**config.mk**
```make
export PLATFORM = sky130hd
export DESIGN_NAME = delta_list_timer_queue_top
export DESIGN_NICKNAME = d
export VERILOG_FILES = /design/src/rtl/dltq_pkg.sv /design/src/rtl/delta_list_timer_queue_top.sv /design/src/rtl/dltq_slot_ram.sv
export SDC_FILE = /design/constraint.sdc
export NUM_CORES = 1
export LEC_CHECK = 0
export BUFFER_PORTS_ARGS = -buffer_cell sky130_fd_sc_hd__buf_2
export CAP_MARGIN = 20
export CORE_MARGIN = 10
export CORE_UTILIZATION = 55
export DETAILED_ROUTE_END_ITERATION = 10
export HOLD_SLACK_MARGIN = 0.06
export PLACE_DENSITY = 0.74
export SYNTH_ARGS = -nofsm -noshare
export SYNTH_HDL_FRONTEND = slang
export SYNTH_SLANG_ARGS = --single-unit
```
**constraint.sdc**
```tcl
create_clock -name clk -period 5.4 [get_ports clk]
set_input_delay 1.08 -clock clk [delete_from_list [all_inputs] [get_ports clk]]
set_output_delay 1.08 -clock clk [all_outputs]
set_load 0.02 [all_outputs]
```
**src/rtl/dltq_pkg.sv**
```systemverilog
// Package for the delta-list timer queue.
// Holds the request and result payload types and the opcode and status codes.
// No dependencies.
package dltq_pkg;

  localparam logic [1:0] OP_TICK     = 2'd0;
  localparam logic [1:0] OP_SCHEDULE = 2'd1;
  localparam logic [1:0] OP_CANCEL   = 2'd2;

  localparam logic [2:0] ST_FIRED          = 3'd0;
  localparam logic [2:0] ST_SCHEDULED      = 3'd1;
  localparam logic [2:0] ST_CANCELLED      = 3'd2;
  localparam logic [2:0] ST_ALREADY_QUEUED = 3'd3;
  localparam logic [2:0] ST_NOT_QUEUED     = 3'd4;

  typedef struct packed {
    logic [1:0]  opcode;
    logic [3:0]  timer_id;
    logic [31:0] delay_ticks;
  } request_t;

  typedef struct packed {
    logic [2:0] status;
    logic [3:0] result_id;
    logic       last;
  } result_t;

endpackage

```
**src/rtl/delta_list_timer_queue_top.sv**
```systemverilog
// Delta-list timer queue, top level. Uses dltq_pkg and dltq_slot_ram.
// A reject, an ignored opcode or an empty-list tick never leaves idle; a tick otherwise
// reads the head and fires each due timer in turn, a schedule walks the list to its
// insertion point and a cancel walks to the timer, then both relink it.
// Results are registered, one per cycle; throughput is one request at a time.
// Synchronous active-high reset empties the queue; the result receiver cannot stall.
module delta_list_timer_queue_top
  import dltq_pkg::*;
#(
  parameter int MAX_TIMERS = 16,
  parameter int DELAY_BITS = 32
) (
  input  logic     clk,
  input  logic     rst,
  input  logic     start,
  output logic     busy,
  input  request_t request,
  output logic     result_valid,
  output result_t  result
);

  // Slot address width, and link width that also holds the end-of-list mark.
  localparam int AW = (MAX_TIMERS > 1) ? $clog2(MAX_TIMERS) : 1;
  localparam int IW = $clog2(MAX_TIMERS + 1);
  localparam int DW = DELAY_BITS;
  localparam logic [IW-1:0] NO_SLOT = IW'(MAX_TIMERS);

  typedef enum logic [3:0] {
    S_IDLE,
    S_TICK,
    S_FIRE,
    S_FLUSH,
    S_SWALK,
    S_SSUCC,
    S_SLINK,
    S_CWALK,
    S_CSUCC,
    S_CLINK
  } state_t;

  state_t state;

  // Request registers.
  logic [3:0]      id_r;
  logic [DW-1:0]   d_r;

  // Queue state outside the RAM.
  logic [IW-1:0]   head;
  logic [MAX_TIMERS-1:0] queued;

  // Walk registers.
  logic [DW-1:0]   acc;
  logic [DW-1:0]   sum_reg;
  logic [DW-1:0]   cur_delta;
  logic [IW-1:0]   prev;
  logic [IW-1:0]   cur;
  logic [IW-1:0]   fire_id;

  // RAM ports.
  logic [AW-1:0]   rd_addr;
  logic [DW-1:0]   q_delta;
  logic [IW-1:0]   q_next;
  logic            delta_we;
  logic [AW-1:0]   delta_addr;
  logic [DW-1:0]   delta_wdata;
  logic            next_we;
  logic [AW-1:0]   next_addr;
  logic [IW-1:0]   next_wdata;

  logic            accept;
  logic            req_id_ok;
  logic            req_queued;
  logic [DW-1:0]   tick_dec;
  logic [DW:0]     walk_sum;
  logic            walk_stop;

  dltq_slot_ram #(
    .DEPTH(MAX_TIMERS),
    .AW   (AW),
    .DW   (DW),
    .NW   (IW)
  ) u_ram (
    .clk        (clk),
    .rd_addr    (rd_addr),
    .rd_delta   (q_delta),
    .rd_next    (q_next),
    .delta_we   (delta_we),
    .delta_addr (delta_addr),
    .delta_wdata(delta_wdata),
    .next_we    (next_we),
    .next_addr  (next_addr),
    .next_wdata (next_wdata)
  );

  assign busy   = (state != S_IDLE);
  assign accept = start && !busy;

  // Slot numbers at or above the queue size are rejected as not queued.
  assign req_id_ok  = (9'(request.timer_id) < 9'(MAX_TIMERS));
  assign req_queued = queued[AW'(request.timer_id)];

  // The head's delta counts down and saturates at zero.
  assign tick_dec = (q_delta == '0) ? '0 : q_delta - DW'(1);

  // Expiry of the entry just read; the new timer goes in front of the first
  // entry that expires strictly later, so equal expiries keep arrival order.
  assign walk_sum  = {1'b0, acc} + {1'b0, q_delta};
  assign walk_stop = ({1'b0, d_r} < walk_sum);

  // RAM control. Reads are issued in the state before the one that uses the
  // data; the read address follows the link just returned by the RAM. A state
  // that both reads and writes never touches the same entry with both, and every
  // write lands before the next request's first read, so no forwarding is needed.
  always_comb begin
    rd_addr     = AW'(head);
    delta_we    = 1'b0;
    delta_addr  = AW'(cur);
    delta_wdata = '0;
    next_we     = 1'b0;
    next_addr   = AW'(prev);
    next_wdata  = cur;
    unique case (state)
      S_IDLE: begin
        rd_addr = AW'(head);
      end
      S_TICK: begin
        rd_addr = AW'(q_next);
        if (tick_dec != '0) begin
          delta_we    = 1'b1;
          delta_addr  = AW'(head);
          delta_wdata = tick_dec;
        end
      end
      S_FIRE, S_SWALK, S_CWALK: begin
        rd_addr = AW'(q_next);
      end
      S_SSUCC: begin
        // Successor gives up the part of its delta now held by the new timer.
        if (cur != NO_SLOT) begin
          delta_we    = 1'b1;
          delta_addr  = AW'(cur);
          delta_wdata = sum_reg - d_r;
        end
        if (prev != NO_SLOT) begin
          next_we    = 1'b1;
          next_addr  = AW'(prev);
          next_wdata = IW'(id_r);
        end
      end
      S_SLINK: begin
        delta_we    = 1'b1;
        delta_addr  = AW'(id_r);
        delta_wdata = d_r - acc;
        next_we     = 1'b1;
        next_addr   = AW'(id_r);
        next_wdata  = cur;
      end
      S_CSUCC: begin
        // The successor absorbs the cancelled timer's delta.
        delta_we    = 1'b1;
        delta_addr  = AW'(cur);
        delta_wdata = q_delta + cur_delta;
        if (prev != NO_SLOT) begin
          next_we = 1'b1;
        end
      end
      S_CLINK: begin
        if (prev != NO_SLOT) begin
          next_we = 1'b1;
        end
      end
      default: begin
      end
    endcase
  end

  always_ff @(posedge clk) begin
    if (rst) begin
      state        <= S_IDLE;
      head         <= NO_SLOT;
      queued       <= '0;
      result_valid <= 1'b0;
    end else begin
      result_valid <= 1'b0;
      unique case (state)
        S_IDLE: begin
          if (accept) begin
            id_r <= request.timer_id;
            d_r  <= DW'(request.delay_ticks);
            acc  <= '0;
            prev <= NO_SLOT;
            cur  <= head;
            unique case (request.opcode)
              OP_TICK: begin
                if (head != NO_SLOT) begin
                  state <= S_TICK;
                end
              end
              OP_SCHEDULE: begin
                if (!req_id_ok) begin
                  result_valid <= 1'b1;
                  result       <= '{ST_NOT_QUEUED, request.timer_id, 1'b1};
                end else if (req_queued) begin
                  result_valid <= 1'b1;
                  result       <= '{ST_ALREADY_QUEUED, request.timer_id, 1'b1};
                end else if (head == NO_SLOT) begin
                  state <= S_SSUCC;
                end else begin
                  state <= S_SWALK;
                end
              end
              OP_CANCEL: begin
                if (!req_id_ok || !req_queued) begin
                  result_valid <= 1'b1;
                  result       <= '{ST_NOT_QUEUED, request.timer_id, 1'b1};
                end else begin
                  state <= S_CWALK;
                end
              end
              default: begin
              end
            endcase
          end
        end
        S_TICK: begin
          if (tick_dec == '0) begin
            queued[AW'(head)] <= 1'b0;
            fire_id           <= head;
            head              <= q_next;
            if (q_next == NO_SLOT) begin
              result_valid <= 1'b1;
              result       <= '{ST_FIRED, 4'(head), 1'b1};
              state        <= S_IDLE;
            end else begin
              state <= S_FIRE;
            end
          end else begin
            state <= S_IDLE;
          end
        end
        S_FIRE: begin
          // The pending fired timer is last unless the new head is due too.
          result_valid <= 1'b1;
          if (q_delta == '0) begin
            result            <= '{ST_FIRED, 4'(fire_id), 1'b0};
            queued[AW'(head)] <= 1'b0;
            fire_id           <= head;
            head              <= q_next;
            if (q_next == NO_SLOT) begin
              state <= S_FLUSH;
            end
          end else begin
            result <= '{ST_FIRED, 4'(fire_id), 1'b1};
            state  <= S_IDLE;
          end
        end
        S_FLUSH: begin
          result_valid <= 1'b1;
          result       <= '{ST_FIRED, 4'(fire_id), 1'b1};
          state        <= S_IDLE;
        end
        S_SWALK: begin
          if (walk_stop) begin
            sum_reg <= walk_sum[DW-1:0];
            state   <= S_SSUCC;
          end else begin
            acc  <= walk_sum[DW-1:0];
            prev <= cur;
            cur  <= q_next;
            if (q_next == NO_SLOT) begin
              state <= S_SSUCC;
            end
          end
        end
        S_SSUCC: begin
          if (prev == NO_SLOT) begin
            head <= IW'(id_r);
          end
          state <= S_SLINK;
        end
        S_SLINK: begin
          queued[AW'(id_r)] <= 1'b1;
          result_valid      <= 1'b1;
          result            <= '{ST_SCHEDULED, id_r, 1'b1};
          state             <= S_IDLE;
        end
        S_CWALK: begin
          if (cur == IW'(id_r)) begin
            cur_delta <= q_delta;
            cur       <= q_next;
            state     <= (q_next == NO_SLOT) ? S_CLINK : S_CSUCC;
          end else if (q_next == NO_SLOT) begin
            // Slot marked queued but not on the list: only the mark is dropped.
            queued[AW'(id_r)] <= 1'b0;
            result_valid      <= 1'b1;
            result            <= '{ST_CANCELLED, id_r, 1'b1};
            state             <= S_IDLE;
          end else begin
            prev <= cur;
            cur  <= q_next;
          end
        end
        S_CSUCC, S_CLINK: begin
          if (prev == NO_SLOT) begin
            head <= cur;
          end
          queued[AW'(id_r)] <= 1'b0;
          result_valid      <= 1'b1;
          result            <= '{ST_CANCELLED, id_r, 1'b1};
          state             <= S_IDLE;
        end
        default: begin
          state <= S_IDLE;
        end
      endcase
    end
  end

  // A fired timer that is not the last one is always followed at once by another.
  assert property (@(posedge clk) disable iff (rst)
    (result_valid && !result.last) |=> result_valid)
    else $error("non-final result not followed by another result");

  // Only the expiry run of a tick produces results that are not final.
  assert property (@(posedge clk) disable iff (rst)
    (result_valid && (result.status != ST_FIRED)) |-> result.last)
    else $error("single-result request without last flag");

  // An empty list means no slot may still be marked as queued.
  assert property (@(posedge clk) disable iff (rst)
    (head == NO_SLOT) |-> (queued == '0))
    else $error("queued slot with empty list");

  // Results only follow from work in progress.
  assert property (@(posedge clk) disable iff (rst)
    result_valid |-> $past(busy) || $past(start))
    else $error("result without a request");

endmodule

```
**src/rtl/dltq_slot_ram.sv**
```systemverilog
// Slot storage of the timer queue: per-slot delta and successor link.
// Two single-write-port memories sharing one read address, with registered read data.
// No package dependencies.
module dltq_slot_ram #(
  parameter int DEPTH = 16,
  parameter int AW    = 4,
  parameter int DW    = 32,
  parameter int NW    = 5
) (
  input  logic          clk,
  input  logic [AW-1:0] rd_addr,
  output logic [DW-1:0] rd_delta,
  output logic [NW-1:0] rd_next,
  input  logic          delta_we,
  input  logic [AW-1:0] delta_addr,
  input  logic [DW-1:0] delta_wdata,
  input  logic          next_we,
  input  logic [AW-1:0] next_addr,
  input  logic [NW-1:0] next_wdata
);

  logic [DW-1:0] delta_mem [DEPTH];
  logic [NW-1:0] next_mem  [DEPTH];

  always_ff @(posedge clk) begin
    if (delta_we) begin
      delta_mem[delta_addr] <= delta_wdata;
    end
    rd_delta <= delta_mem[rd_addr];
  end

  always_ff @(posedge clk) begin
    if (next_we) begin
      next_mem[next_addr] <= next_wdata;
    end
    rd_next <= next_mem[rd_addr];
  end

endmodule
```
==> out/metrics.cfg, run 1 <==
[placement]
place_hpwl_um=69100
dpl_cell_area_um2=41300
numPortBuffers=50
place_ws_ns=0.0608
finalWeightedCongestion=0.994
place_inst=3810

[power]
total_power_mw=27.8
power.density_nw_per_um2=630
vdd_drop_max_mv=0.469
p_leak_nw=15.8

[setup_path]
crit_chain=ha_1 -> inv_1 -> fa_1 -> nor2b_1 -> o21ai_0 -> a21o_1 -> a21o_2 -> a21oi_1 -> a31oi_1 -> o21bai_1 -> xnor2_1 -> ha_1 -> a21o_1 -> a21o_1 -> a21oi_1 -> or2_2 -> a21oi_1 -> o31ai_1 -> o21ai_0 -> o41ai_1 -> and3_1 -> buf_12
slowest_stage=fa_1
critical-path-top-delay-family=compound AO/OA/AOI/OAI gates
cp-end-kind=flip-flop
arrival_ns=5.47
path_class=reg2reg
worstPathRequired_ns=5.74
path_buf_inv=2
crit_fanout=32
critPathMaxStageDelay_ns=0.40
cp-start-kind=flip-flop

[outcome]
run_status=complete, no violations

[sta]
fin_setup_tns_ns=0
maxSlewHeadroom_pct=31.2
rsz0062_at_grt=false
worst_slew_pin_slew_ns=1.01
slew_viol_final=0
setup_violations=0
worst_slack_ns=0.265
timing.fmax_ghz=0.195
post-route-period-util_pct=95.1
hold_ws_ns=0.507
period_needed_ns=5.13
hold_viol_final=0
skew_ns=0.0191

[yosys]
synth_mux_area_share_pct=9.40
synth_xor_area_share_pct=2.94
yosysUniqueCellTypes=83
yosysSeqAreaShare_pct=60.7
ys_ff_latch=809
synth_compound_area_share_pct=10.6
synth_warnings=0
synthArstFlopShare_pct=0
synth_fa_ha_area_share_pct=5.41
yosysTopAreaCell=edfxtp_1
synth_area_um2=39000
avgSynthCellArea_um2=13.8
yosys.area.top_type_share_pct=57.5
synth_edf_count=746
synthTopCellsByArea=edfxtp_1 57%, mux4_2 8.8%, ha_1 5.2%
postSynthCellCount=2831
syn_nets=3038
synth_most_common_cell=edfxtp_1
synth_top_family_by_area=compound AO/OA/AOI/OAI gates
yosys.area_share.simple_pct=8.52
synth_commonest_cells=746 x edfxtp_1, 181 x nor2_1, 178 x nand2_1
ys.flop_type=edfxtp_1

[clocking]
root_buffer=clkbuf_16
clockBufferDepth=3
postCtsHoldBufs=0
htreeDepth=3
clk_latency_ns=0.66
clk_pin_slew_ns=0.07
tritoncts=built
clkSinkCount=809
cts_buffers=84

[die]
die_w_um=286
io_pins=51
initial_core_util_pct=55.6
num_rows=97
core_area_um2=70100
die-area_um2=81900
die_h_um=286

[global_routing]
antenna_found_initial=2
grt_max_degree=62
first_global_vias=25700
grt_overflow=0
grt_pass1_wl_um=157000
track_usage_pct=24.9

[drt]
drt_pre_antenna_iters=6
wl_per_cell_um=25.9
ant_nets=0
drt_wl_total_um=103000
vias=25700
vias_per_cell=6.47
drc=0
first_iter_violations=3239

[final_layout]
reg_top3=u_ram.delta_mem (512), u_ram.next_mem (80)
diodes=0
layout-drive-gt1-share_pct=16.5
finalNetCount=3167
n_fill_cell=5121
final_area_um2=44100
largest_register_ff_count=512
regMostFlops=u_ram.delta_mem
final_cell_count_no_fill=3968
final_util_pct=62.9
syn_to_final_growth_pct=13.2

[job]
drv_cap=0

[hold_path]
hold_path_class=reg2reg

==> cells by family (layout without fill, tap and decap cells) <==
logic type	Yosys count	after routing
AND/OR/NAND/NOR	672	672
adder cells (fa/ha/maj)	166	166
XOR/XNOR	131	131
flip-flops	809	809
AO/OA/AOI/OAI	635	635
multiplexers	174	174
buffers and inverters	244	441
==> worst reg2reg max path, delay by kind of cell, from the launching register on <==
family	cells	cell delay, ns
flip-flops	1	0.38
XOR/XNOR	1	0.19
AO/OA/AOI/OAI	13	2.43
buffers and inverters	2	0.29
adder cells (fa/ha/maj)	3	0.91
AND/OR/NAND/NOR	3	0.58
==> cell type report <==
type / count / area (µm²) / area share [%]
well taps: 940 / 1180 / 2.66
inverters: 133 / 499 / 1.13
clock buffers: 103 / 2210 / 5.02
multi-input cells: 1778 / 14600 / 33.2
flip-flops and latches: 809 / 23700 / 53.6
repair buffers: 154 / 1380 / 3.12
clock inverters: 51 / 581 / 1.32
==> path summary, 6_finish.rpt <==
| check | startpoint | to | slack [ns] | cells past startpoint |
|---|---|---|---|---|
| hold reg to reg | head[4]$_SDFFE_PP1P_ | head[4]$_SDFFE_PP1P_ | 0.51 | 2 |
| hold / removal | head[4]$_SDFFE_PP1P_ | head[4]$_SDFFE_PP1P_ | 0.51 | 2 |
| setup reg to reg | acc[0]$_SDFFCE_PN0P_ | sum_reg[9]$_DFFE_PP_ | 0.27 | 22 |
| setup / recovery | acc[0]$_SDFFCE_PN0P_ | sum_reg[9]$_DFFE_PP_ | 0.27 | 22 |
==> cell usage in the layout, fill, tap and decap left out, types with 30 or more instances in the layout <==
master     synthesis  layout
edfxtp_1         746     746
o22ai_1           30      30
xor2_1            65      65
nor2_1           181     164
ha_1             162     162
buf_4              0      77
nor3_1            36      35
a21oi_1          164     163
a31oi_1           59      58
xnor2_1           66      66
mux4_2           153     153
a211oi_1          71      70
o21ai_0           94      92
a21o_1            58      57
dfxtp_1           63      63
o21a_1            30      30
buf_2             10      50
nand3_1           46      46
nand2_1          178     178
clkbuf_16          0      85
inv_1            133     133
and2_1            49      49
==> what timing repair did <==
action,CTS,global route
gates resized for setup,0,8
endpoints found under the hold margin,0,0
buffers inserted,0,1
endpoints found under the setup margin,0,74
==> where the power goes <==
group	total, mW	internal, mW	switching, mW	leakage, nW
Combinational	13.0	5.15	7.88	7.03
Clock	5.86	3.39	2.47	1.35
Sequential	8.91	8.32	0.596	7.38
==> metal layers <==
metal | up-vias | track usage [%] | routed length [µm]
met1 | 12800 | 34.3 | 41900
met3 | 223 | 3.88 | 8990
li1 | 11300 | - | -
met4 | 0 | 9.72 | 3610
met5 | - | 0 | 0
met2 | 1335 | 39.5 | 48100
Note: power is estimated with default switching activity, not from simulation.
==> run 2, diff against run 1 <==
CORE_ASPECT_RATIO = 0.8   (was default)
==> out/metrics.cfg, run 2 (same netlist as run 1, synthesis figures left out) <==
[die]
core_area_um2=70300  ; +0.24%
die_h_um=258  ; -9.8%
num_rows=87  ; -10%
die_w_um=318  ; +11%
initial_core_util_pct=55.4  ; -0.13 points
io_pins=51  ; unchanged
die-area_um2=82000  ; about the same

[clocking]
clk_pin_slew_ns=0.06  ; about the same
clkSinkCount=809  ; unchanged
postCtsHoldBufs=0  ; unchanged
root_buffer=clkbuf_16
tritoncts=built
cts_buffers=80  ; -4.8%
htreeDepth=3  ; unchanged
clk_latency_ns=0.66  ; about the same
clockBufferDepth=3  ; unchanged

[final_layout]
final_area_um2=44300  ; +0.42%
syn_to_final_growth_pct=13.7
layout-drive-gt1-share_pct=16.9  ; +0.37 points
multi_input_area_um2=14600  ; about the same
finalNetCount=3185  ; +0.57%
final_common_cell=edfxtp_1
final_util_pct=63.0  ; +0.11 points
final_cell_count_no_fill=3978  ; +0.25%
regMostFlops=u_ram.delta_mem
largest_register_ff_count=512  ; unchanged
n_fill_cell=5082  ; -0.76%
final_cell_mix=746 x edfxtp_1, 178 x nand2_1, 164 x nor2_1
seqCellArea_um2=23700  ; unchanged
diodes=0  ; unchanged
reg_top3=u_ram.delta_mem (512), u_ram.next_mem (80)

[placement]
place_ws_ns=0.170  ; +0.109 ns
place_inst=3827  ; +0.45%
numPortBuffers=50  ; unchanged
finalWeightedCongestion=0.954  ; -4.1%
dpl_cell_area_um2=41300  ; +0.18%
place_hpwl_um=72100  ; +4.2%

[drt]
vias_per_cell=6.57  ; +1.6%
ant_nets=0  ; unchanged
drt_pre_antenna_iters=6  ; unchanged
vias=26100  ; +1.8%
wl_per_cell_um=26.5  ; +2.6%
drt_wl_total_um=106000  ; +2.9%
drc=0  ; unchanged
first_iter_violations=3473  ; +7.2%

[global_routing]
track_usage_pct=25.1  ; +0.22 points
antenna_found_initial=3  ; +1
first_global_vias=25200  ; -2.0%
grt_overflow=0  ; unchanged
grt_pass1_wl_um=159000  ; +1.3%
grt_max_degree=45  ; -27%

[sta]
timing.fmax_ghz=0.197  ; +1.1%
period_needed_ns=5.08  ; -0.0563 ns
worst_slew_pin_slew_ns=1.03  ; +0.0222 ns
maxSlewHeadroom_pct=30.9  ; -0.30 points
fin_setup_tns_ns=0  ; unchanged
slew_viol_final=0  ; unchanged
rsz0062_at_grt=false
hold_viol_final=0  ; unchanged
post-route-period-util_pct=94.0  ; -1.0 points
setup_violations=0  ; unchanged
skew_ns=0.0410  ; +0.0219 ns
hold_ws_ns=0.513  ; +0.00594 ns
worst_slack_ns=0.322  ; +0.0563 ns

[power]
vdd_drop_max_mv=0.398  ; -15%
p_leak_nw=15.9  ; +0.87%
total_power_mw=28.6  ; +2.9%
power.density_nw_per_um2=646  ; +2.5%

[setup_path]
cp-end-kind=flip-flop
worstPathRequired_ns=5.72  ; -0.02 ns
arrival_ns=5.40  ; -0.07 ns
cp-start-kind=flip-flop
path_class=reg2reg
crit_fanout=32  ; unchanged

[hold_path]
hold_path_class=reg2reg

[outcome]
run_status=complete, no violations

[job]
drv_cap=0  ; unchanged

run 2: path summary, 6_finish.rpt:
path,slack (ns),endpoint,from,depth (start not counted)
setup / recovery,0.32,sum_reg[19]$_DFFE_PP_,u_ram.rd_delta[1]$_DFF_P_,21
hold / removal,0.51,head[4]$_SDFFE_PP1P_,head[4]$_SDFFE_PP1P_,2
setup reg to reg,0.32,sum_reg[19]$_DFFE_PP_,u_ram.rd_delta[1]$_DFF_P_,21
hold reg to reg,0.51,head[4]$_SDFFE_PP1P_,head[4]$_SDFFE_PP1P_,2
run 2: final cells by class:
type | instances | share of cell area, %
clock buffers | 100 | 4.85
well taps | 934 | 2.64
clock inverters | 48 | 1.72
repair buffers | 176 | 3.29
multi-input cells | 1778 | 33.0
flip-flops and latches | 809 | 53.4
inverters | 133 | 1.13
run 2: worst max-delay path, cell delays in order (launching register included):
cell,delay (ns)
dfxtp_1,0.35
buf_4,0.15
inv_1,0.11
fa_1,0.45
nor2b_1,0.11
o21ai_0,0.10
a21o_1,0.23
a21o_1,0.26
a21oi_1,0.33
a31oi_1,0.16
xor2_1,0.28
ha_1,0.31
a21o_1,0.19
a21o_1,0.17
a21oi_1,0.24
o311a_1,0.18
a21oi_1,0.06
o31ai_1,0.22
o21ai_0,0.15
o41ai_1,0.17
and3_1,0.31
buf_12,0.22
run 2: what timing repair did:
action                                  CTS  global route
gates resized for setup                   0             7
setup buffers                             0             1
endpoints found under the setup margin    0            74
run 2: power by group:
group / switching (mW) / internal (mW) / leakage [nW]
logic: 8.39 / 5.25 / 7.12
registers: 0.525 / 8.31 / 7.38
clock network: 2.46 / 3.68 / 1.41
total: 11.4 / 17.2 / 15.9
run 2: per-layer routing:
layer	vias up	part of all wire, %	track usage, %
met5	-	0	0
li1	11300	-	-
met3	175	12	5.79
met1	13000	42	37.7
met2	1667	43	36.6
met4	0	2.3	6.37
